===== src/rtl/mcnrc_pkg.sv =====
// Shared constants and types for the minimum-cost no-repeat coloring core.
`timescale 1ns / 1ps

package mcnrc_pkg;

  // Fixed field widths of the stream and configuration beats.
  localparam int unsigned COLOR_COUNT_W     = 6;
  localparam int unsigned COST_W            = 16;
  localparam int unsigned MIN_TOTAL_W       = 24;
  localparam int unsigned S_TDATA_W         = 16;
  localparam int unsigned M_TDATA_W         = 24;

  // Color count after reset.
  localparam logic [COLOR_COUNT_W-1:0] COLOR_COUNT_RESET = 6'd3;

  // Per-item control flags handed from the sequencer to the datapath.
  typedef struct packed {
    logic row_end;   // item is the last color of its row
    logic last;      // row end of the final row: emit the result and clear
  } item_ctl_t;

endpackage


===== src/rtl/mcnrc_ram.sv =====
// Generic single-write, single-read RAM with a registered read port.
`timescale 1ns / 1ps

module mcnrc_ram #(
  parameter int unsigned WIDTH = 24,
  parameter int unsigned DEPTH = 32,
  localparam int unsigned AW = (DEPTH > 1) ? $clog2(DEPTH) : 1
) (
  input  logic                  clk_i,
  input  logic                  we_i,
  input  logic [AW-1:0]         waddr_i,
  input  logic [WIDTH-1:0]      wdata_i,
  input  logic                  re_i,
  input  logic [AW-1:0]         raddr_i,
  output logic [WIDTH-1:0]      rdata_o
);

  logic [WIDTH-1:0] mem_q [DEPTH];
  logic [WIDTH-1:0] rdata_q;

  always_ff @(posedge clk_i) begin
    if (we_i) begin
      mem_q[waddr_i] <= wdata_i;
    end
    if (re_i) begin
      rdata_q <= mem_q[raddr_i];
    end
  end

  assign rdata_o = rdata_q;

endmodule


===== src/rtl/mcnrc_dp.sv =====
// Datapath: row-total memory, forwarding, per-item total and best/second-best tracking.
`timescale 1ns / 1ps

module mcnrc_dp #(
  parameter int unsigned MAX_COLORS  = 32,
  parameter int unsigned TOTAL_WIDTH = 24,
  localparam int unsigned IDX_W = (MAX_COLORS > 1) ? $clog2(MAX_COLORS) : 1
) (
  input  logic                         clk_i,
  input  logic                         rst_ni,
  input  logic                         acc_i,
  input  logic [mcnrc_pkg::COST_W-1:0] cost_i,
  input  logic [IDX_W-1:0]             addr_i,
  input  mcnrc_pkg::item_ctl_t         ctl_i,
  input  logic                         out_free_i,
  output logic                         stage_ready_o,
  output logic                         res_valid_o,
  output logic [TOTAL_WIDTH-1:0]       res_total_o
);

  localparam int unsigned SUM_W =
    ((TOTAL_WIDTH > mcnrc_pkg::COST_W) ? TOTAL_WIDTH : mcnrc_pkg::COST_W) + 1;
  localparam logic [TOTAL_WIDTH-1:0] TOTAL_MAX = {TOTAL_WIDTH{1'b1}};

  // Compute stage registers.
  logic                         s1_valid_q, s1_valid_d;
  logic [mcnrc_pkg::COST_W-1:0] s1_cost_q;
  logic [IDX_W-1:0]             s1_addr_q;
  mcnrc_pkg::item_ctl_t         s1_ctl_q;
  logic                         ent_valid_q;
  logic                         fwd_hit_q;
  logic                         fwd_zero_q;
  logic [TOTAL_WIDTH-1:0]       fwd_total_q;

  // Row state.
  logic [TOTAL_WIDTH-1:0] prev_best_q, prev_best_d;
  logic [TOTAL_WIDTH-1:0] prev_second_q, prev_second_d;
  logic [TOTAL_WIDTH-1:0] run_best_q, run_best_d;
  logic [TOTAL_WIDTH-1:0] run_second_q, run_second_d;
  logic [MAX_COLORS-1:0]  valid_q, valid_d;

  logic [TOTAL_WIDTH-1:0] rd_data;
  logic [TOTAL_WIDTH-1:0] own;
  logic [TOTAL_WIDTH-1:0] base;
  logic [SUM_W-1:0]       sum;
  logic [TOTAL_WIDTH-1:0] total;
  logic [TOTAL_WIDTH-1:0] new_best;
  logic [TOTAL_WIDTH-1:0] new_second;
  logic                   adv;

  mcnrc_ram #(
    .WIDTH (TOTAL_WIDTH),
    .DEPTH (MAX_COLORS)
  ) u_totals (
    .clk_i   (clk_i),
    .we_i    (adv),
    .waddr_i (s1_addr_q),
    .wdata_i (total),
    .re_i    (acc_i),
    .raddr_i (addr_i),
    .rdata_o (rd_data)
  );

  // A result can leave only when the output register has room.
  assign adv           = s1_valid_q && (!s1_ctl_q.last || out_free_i);
  assign stage_ready_o = !s1_valid_q || adv;
  assign res_valid_o   = adv && s1_ctl_q.last;

  always_comb begin
    if (fwd_zero_q) begin
      own = '0;
    end else if (fwd_hit_q) begin
      own = fwd_total_q;
    end else if (ent_valid_q) begin
      own = rd_data;
    end else begin
      own = '0;
    end

    base = (own == prev_best_q) ? prev_second_q : prev_best_q;
    sum  = SUM_W'(s1_cost_q) + SUM_W'(base);
    if (sum > SUM_W'(TOTAL_MAX)) begin
      total = TOTAL_MAX;
    end else begin
      total = sum[TOTAL_WIDTH-1:0];
    end

    if (total < run_best_q) begin
      new_best   = total;
      new_second = run_best_q;
    end else if (total < run_second_q) begin
      new_best   = run_best_q;
      new_second = total;
    end else begin
      new_best   = run_best_q;
      new_second = run_second_q;
    end
  end

  assign res_total_o = new_best;

  always_comb begin
    s1_valid_d    = s1_valid_q;
    prev_best_d   = prev_best_q;
    prev_second_d = prev_second_q;
    run_best_d    = run_best_q;
    run_second_d  = run_second_q;
    valid_d       = valid_q;
    if (adv) begin
      s1_valid_d = 1'b0;
      if (s1_ctl_q.last) begin
        prev_best_d   = '0;
        prev_second_d = '0;
        run_best_d    = TOTAL_MAX;
        run_second_d  = TOTAL_MAX;
        valid_d       = '0;
      end else begin
        valid_d[s1_addr_q] = 1'b1;
        if (s1_ctl_q.row_end) begin
          prev_best_d   = new_best;
          prev_second_d = new_second;
          run_best_d    = TOTAL_MAX;
          run_second_d  = TOTAL_MAX;
        end else begin
          run_best_d   = new_best;
          run_second_d = new_second;
        end
      end
    end
    if (acc_i) begin
      s1_valid_d = 1'b1;
    end
  end

  always_ff @(posedge clk_i or negedge rst_ni) begin
    if (!rst_ni) begin
      s1_valid_q    <= 1'b0;
      prev_best_q   <= '0;
      prev_second_q <= '0;
      run_best_q    <= TOTAL_MAX;
      run_second_q  <= TOTAL_MAX;
      valid_q       <= '0;
    end else begin
      s1_valid_q    <= s1_valid_d;
      prev_best_q   <= prev_best_d;
      prev_second_q <= prev_second_d;
      run_best_q    <= run_best_d;
      run_second_q  <= run_second_d;
      valid_q       <= valid_d;
    end
  end

  // The item ahead writes its total on the same edge this item reads the memory,
  // so its total and its clear are captured here and override the read data.
  always_ff @(posedge clk_i) begin
    if (acc_i) begin
      s1_cost_q   <= cost_i;
      s1_addr_q   <= addr_i;
      s1_ctl_q    <= ctl_i;
      ent_valid_q <= valid_q[addr_i];
      fwd_hit_q   <= adv && (s1_addr_q == addr_i);
      fwd_zero_q  <= adv && s1_ctl_q.last;
      fwd_total_q <= total;
    end
  end

endmodule


===== src/rtl/min_cost_no_repeat_coloring_core.sv =====
// Top level of the minimum-cost no-repeat coloring core.
`timescale 1ns / 1ps

// Streaming minimum-cost coloring (best/second-best dynamic program). Cost beats
// arrive row by row, color 0 first, one cost per color; the number of colors per
// row is the color_count register (zero acts as one, values above MAX_COLORS act
// as MAX_COLORS). Each color's total is its cost plus the previous row's best
// total, or the previous second best where that color's own previous total equals
// the best; totals saturate at 2^TOTAL_WIDTH-1. A beat whose tuser flag is set on
// the last color of a row ends the run: one output beat carries the least total
// and all row state is cleared. The core takes one cost beat per clock cycle
// unless a result stall holds it; that figure is set by the read-modify-write
// loop on the row-total memory, which reads on accept and writes back from the
// compute stage, with the write-back forwarded to the next beat. A result passes
// from the compute stage into an output register on the master side, so input
// beats keep flowing while it waits; input stalls only when a second result
// is ready before the first one was taken. Per-entry valid bits clear the memory
// at once, so there is no clearing pass after reset. Write color_count only while
// the core is idle; a write does not clear row state.
module min_cost_no_repeat_coloring_core #(
  parameter int unsigned MAX_COLORS  = 32,
  parameter int unsigned TOTAL_WIDTH = 24
) (
  input  logic                                clk_i,
  input  logic                                rst_ni,
  // Cost stream.
  input  logic                                s_axis_tvalid,
  output logic                                s_axis_tready,
  input  logic [mcnrc_pkg::S_TDATA_W-1:0]     s_axis_tdata,  // [15:0] cost
  input  logic [0:0]                          s_axis_tuser,  // [0] final_row
  // Result stream.
  output logic                                m_axis_tvalid,
  input  logic                                m_axis_tready,
  output logic [mcnrc_pkg::M_TDATA_W-1:0]     m_axis_tdata,  // [23:0] min_total
  // Color count register write channel.
  input  logic                                cfg_valid_i,
  output logic                                cfg_ready_o,
  input  logic [mcnrc_pkg::COLOR_COUNT_W-1:0] cfg_data_i
);

  localparam int unsigned IDX_W = (MAX_COLORS > 1) ? $clog2(MAX_COLORS) : 1;
  localparam int unsigned CMP_W =
    (IDX_W + 1 > mcnrc_pkg::COLOR_COUNT_W + 1) ? IDX_W + 1 : mcnrc_pkg::COLOR_COUNT_W + 1;
  localparam int unsigned EXT_W =
    (TOTAL_WIDTH > mcnrc_pkg::MIN_TOTAL_W) ? TOTAL_WIDTH : mcnrc_pkg::MIN_TOTAL_W;

  logic [mcnrc_pkg::COLOR_COUNT_W-1:0] color_count_q, color_count_d;
  logic [IDX_W-1:0]                    color_index_q, color_index_d;
  logic                                out_valid_q, out_valid_d;
  logic [mcnrc_pkg::MIN_TOTAL_W-1:0]   out_data_q;

  logic [CMP_W-1:0]       eff_count;
  logic [CMP_W-1:0]       next_index;
  logic                   acc;
  logic                   stage_ready;
  logic                   res_valid;
  logic [TOTAL_WIDTH-1:0] res_total;
  logic [EXT_W-1:0]       res_ext;
  mcnrc_pkg::item_ctl_t   ctl;

  assign cfg_ready_o   = 1'b1;
  assign color_count_d = cfg_valid_i ? cfg_data_i : color_count_q;

  // Effective count is clamped into one to MAX_COLORS.
  always_comb begin
    if (color_count_q == '0) begin
      eff_count = CMP_W'(1);
    end else if (CMP_W'(color_count_q) > CMP_W'(MAX_COLORS)) begin
      eff_count = CMP_W'(MAX_COLORS);
    end else begin
      eff_count = CMP_W'(color_count_q);
    end
  end

  // The row end depends only on the color index and the color count, so it is decided on accept.
  assign acc         = s_axis_tvalid && s_axis_tready;
  assign next_index  = CMP_W'(color_index_q) + CMP_W'(1);
  assign ctl.row_end = (next_index >= eff_count);
  assign ctl.last    = ctl.row_end && s_axis_tuser[0];

  always_comb begin
    color_index_d = color_index_q;
    if (acc) begin
      color_index_d = ctl.row_end ? '0 : next_index[IDX_W-1:0];
    end
  end

  assign s_axis_tready = stage_ready;

  mcnrc_dp #(
    .MAX_COLORS  (MAX_COLORS),
    .TOTAL_WIDTH (TOTAL_WIDTH)
  ) u_dp (
    .clk_i         (clk_i),
    .rst_ni        (rst_ni),
    .acc_i         (acc),
    .cost_i        (s_axis_tdata[mcnrc_pkg::COST_W-1:0]),
    .addr_i        (color_index_q),
    .ctl_i         (ctl),
    .out_free_i    (!out_valid_q || m_axis_tready),
    .stage_ready_o (stage_ready),
    .res_valid_o   (res_valid),
    .res_total_o   (res_total)
  );

  // Result beat register; a new result is loaded only when the slot frees up.
  assign res_ext = EXT_W'(res_total);

  always_comb begin
    out_valid_d = out_valid_q;
    if (res_valid) begin
      out_valid_d = 1'b1;
    end else if (m_axis_tready) begin
      out_valid_d = 1'b0;
    end
  end

  always_ff @(posedge clk_i or negedge rst_ni) begin
    if (!rst_ni) begin
      color_count_q <= mcnrc_pkg::COLOR_COUNT_RESET;
      color_index_q <= '0;
      out_valid_q   <= 1'b0;
    end else begin
      color_count_q <= color_count_d;
      color_index_q <= color_index_d;
      out_valid_q   <= out_valid_d;
    end
  end

  always_ff @(posedge clk_i) begin
    if (res_valid) begin
      out_data_q <= res_ext[mcnrc_pkg::MIN_TOTAL_W-1:0];
    end
  end

  assign m_axis_tvalid = out_valid_q;
  assign m_axis_tdata  = out_data_q;

endmodule

===== config.mk =====
export PLATFORM = sky130hd
export DESIGN_NAME = min_cost_no_repeat_coloring_core
export DESIGN_NICKNAME = d
export VERILOG_FILES = /design/src/rtl/mcnrc_pkg.sv /design/src/rtl/mcnrc_ram.sv /design/src/rtl/mcnrc_dp.sv /design/src/rtl/min_cost_no_repeat_coloring_core.sv
export SDC_FILE = /design/constraint.sdc
export NUM_CORES = 1
export LEC_CHECK = 0
export BUFFER_PORTS_ARGS = -buffer_cell sky130_fd_sc_hd__buf_2
export CAP_MARGIN = 10
export CORE_ASPECT_RATIO = 0.7
export CORE_MARGIN = 1
export CORE_UTILIZATION = 57
export CTS_CLUSTER_DIAMETER = 120
export CTS_CLUSTER_SIZE = 12
export DETAILED_ROUTE_END_ITERATION = 8
export GPL_ROUTABILITY_DRIVEN = 1
export PLACE_DENSITY = 0.76
export SYNTH_ARGS = -nofsm -noshare
export SYNTH_HDL_FRONTEND = slang
export SYNTH_HIERARCHICAL = 1
export SYNTH_SLANG_ARGS = --single-unit

===== constraint.sdc =====
create_clock -name clk_i -period 8.4 [get_ports clk_i]
set_clock_uncertainty 0.1 [all_clocks]
set_input_delay 1.26 -clock clk_i [delete_from_list [all_inputs] [get_ports clk_i]]
set_output_delay 1.26 -clock clk_i [all_outputs]
set_load 0.05 [all_outputs]

==> run summary <==
Critical Path Fanout Max - 22
Residual DRC - 0
GRT Resource Usage Total - 30.2%
Worst EP required - 8850 ps
Setup-failing EPs final - 0
Async SR Flop Fraction - 14.0%
Pins Over Slew Limit - 0
CP Capture Type - flop
Main flop type after synthesis - edfxtp_1
Yosys top cell area share - 59.3%
Largest net degree at the start of global routing - 138
Crit path launch - u_dp/fwd_zero_q$_DFFE_PP_
Net Count, Synth - 3062
Routed wire per std cell - 28.9 um
Reg-to-reg endpoint - u_dp/run_second_q[8]$_DFFE_PN1P_
Vias - 26900
Final nets - 3145
RSZ-0062 raised after global routing - no
Status - finished, final reports clean
MaxCap Viol Count - 0
# rows - 84
Slew margin rel. - 16.7%
Final Critical Period - 8100 ps
Arrival @ worst endpoint - 8550 ps
Core box area - 75600 um^2
Max Buffers Root-to-Sink - 3
Power Density - 381 nW/um^2
Die height - 234 um
Startpoint Class - flop
Die area - 78100 um^2
Share of cells above drive strength 1 - 14.5%
Dpl hpwl - 74.3 mm
HP Start - u_dp/valid_q[5]$_DFFE_PN0P_
LEAKAGE - 17.6 nW
Antenna Nets Post-Route - 0
Max Clk Rate - 0.123 GHz
Clk sink count - 1007
Clk slew on worst S/H paths - 60 ps
# fillers - 5312
Leading post-synthesis cells by cell area - edfxtp_1, mux2i_1, dfrtp_1
Final hold vios - 0
DR pass1 iterations - 5
Clock Latency Late Sink - 660 ps
Synth warn - 6
Yosys top cell by area - edfxtp_1
Final WL - 118 mm
# H-tree levels - 3
Critical Path Sink - u_dp/run_second_q[8]$_DFFE_PN1P_
Number of global-route vias before repair - 25600
Cells after Synth - 2964
Gr ovfl total - 0
Crit path kind - reg -> reg
WHS - 401 ps
Initial Util - 58.0%
First-pass GRT wire length - 171 mm
Antenna violations before repair - 3
Sequential area share after synthesis - 67.5%
Synthesized flop and latch total - 1007
Setup TNS - 0 ps
RD Place Congestion - 1.01
Mapped Area - 43800 um^2
Post-synth EDFFs - 866
R2R depth - 27
Root Buffer - clkbuf_16
Die X - 333 um
CTS Buf Count - 93
Avg Vias per Cell - 6.59
Diode count - 0
Syn_area_per_cell - 14.8 um^2
Distinct cells, synth - 88
R2R Path Start - u_dp/fwd_zero_q$_DFFE_PP_
CTS tree - built
P&R area growth vs syn - 9.41%
Input/output buffers - 53
Final period util - 96.5%
IO Pins - 55
Hold buffers post-CTS - 0
Measured slew at the worst slew-check pin - 1250 ps
Maximum vdd drop - 263 uV
Tightest Hold Check Type - reg -> reg
Reg2Reg Setup Slack - 300 ps
DR iter-0 viols - 3165
-- cells in the mapped netlist, drive strengths merged, types with 7 or more instances --
cell type and instances:
edfxtp 866, mux2i 407, nand2 175, a21oi 157, buf 108, nand3 102, dfrtp 91, nor2 91
inv 79, a22oi 76, a22o 72, ha 69, clkbuf 67, o21ai 64, dfstp 50, nor3 38
a31oi 32, mux2 32, nand3b 30, nor2b 29, a211oi 26, a21o 24, o22a 24, a221oi 23
nor4 20, o32ai 18, o41a 16, xnor2 16, nand2b 15, nand4 14, or2 12, and3 10
mux4 10, o21bai 8, a32oi 7, nor3b 7, o211ai 7
-- where the power goes --
group / total (mW) / switching [mW] / internal [mW]
combinational: 6.66 / 4.49 / 2.16
clock: 3.82 / 1.74 / 2.09
sequential: 7.78 / 0.705 / 7.07
total: 18.3 / 6.93 / 11.3
-- flip-flops by register name (all words and copies together), names as in the netlist, 24 cells and up --
register	flops
u_dp/u_totals/mem_q	768
u_dp/prev_second_q	24
u_dp/fwd_total_q	24
u_dp/run_best_q	24
m_axis_tdata	24
u_dp/u_totals/rdata_o	24
u_dp/valid_q	32
u_dp/prev_best_q	24
u_dp/run_second_q	24
-- cells by family after synthesis --
logic type                 synth area share [%]
xor gates and xnor gates                  0.439
and+or+nand+nor                            6.63
muxes                                      10.8
DFF                                        67.5
AOI/OAI and AO/OA                          9.54
other                                   0.00855
adders and majority gates                  2.01
buffers and inverters                      3.09
-- how the worst min path moves through the flow --
stage,end,depth (start not counted)
2_1_floorplan,u_dp/valid_q[10]$_DFFE_PN0P_,2
3_3_place_gp,u_dp/valid_q[18]$_DFFE_PN0P_,2
3_5_place_dp,u_dp/valid_q[2]$_DFFE_PN0P_,2
4_1_cts,u_dp/valid_q[2]$_DFFE_PN0P_,2
5_1_grt,u_dp/valid_q[24]$_DFFE_PN0P_,2
6_report,u_dp/valid_q[5]$_DFFE_PN0P_,2
-- layer usage --
metal  track usage [%]  part of all wire, %
met1              46.8                   45
met2              42.1                   42
met3              8.73                   11
met4              6.57                  1.8
met5                 0                0.011
-- area by class of cell --
type	instances	area (um^2)	area share, %
well taps	989	1240	2.58
multi-input cells	1704	13100	27.3
clock buffers	131	2550	5.33
clock inverters	3	41.3	0.0861
repair buffers	162	1130	2.36
flip-flops and latches	1007	29600	61.7
inverters	79	298	0.621
-- stage by stage --
| step | area, um^2 | std cells | total power [mW] | worst slack [ps] | utilization (%) |
|---|---|---|---|---|---|
| finish | 48000 | 4075 | 18.3 | 297 | 63.5 |
| global route | 48000 | 4075 | 18.9 | 17.5 | 63.5 |
| CTS | 47900 | 4072 | 18.1 | 46.2 | 63.4 |
| detailed placement | 45300 | 3938 | 14.3 | 108 | 59.9 |
| global placement | 45300 | 3938 | 14.1 | 210 | 59.9 |
| floorplan | 43800 | 2964 | 11.8 | 211 | - |
-- cell usage in the layout (no fill, tap or decap), types with 55 or more instances in the layout --
cell type  count
buf_4        105
dfrtp_1       90
ha_1          69
mux2i_1      405
edfxtp_1     866
clkbuf_16     97
a22oi_1       76
inv_1         77
a22o_1        72
nor2_1        55
a21oi_1      155
nand2_1      172
nand3_1      102
-- worst max-delay path, stage by stage, from the launching register on --
cell      delay (ps)
edfxtp_1         450
and2b_4          500
a221oi_1         170
nor4_2           450
nand4b_1         320
nor3_4           290
buf_4            260
mux2_2           380
fa_1             440
a211oi_1         380
o211ai_1         240
a21oi_2          340
nor2_1           120
a21boi_4         240
buf_4            240
nand2b_1         380
buf_4            320
ha_1             310
a21o_1           160
a21o_1           170
a21oi_1          130
o21ai_0          150
a221oi_2         330
nand2_1          160
o21ai_2          150
buf_6            270
mux2i_1          370
a21oi_1          130
-- what timing repair did --
item / CTS / global route
setup buffers: 0 / 2
endpoints found under the setup margin: 0 / 114
endpoints found under the hold margin: 0 / 0
gates resized for setup: 0 / 16
(Power assumes the default switching activity.)
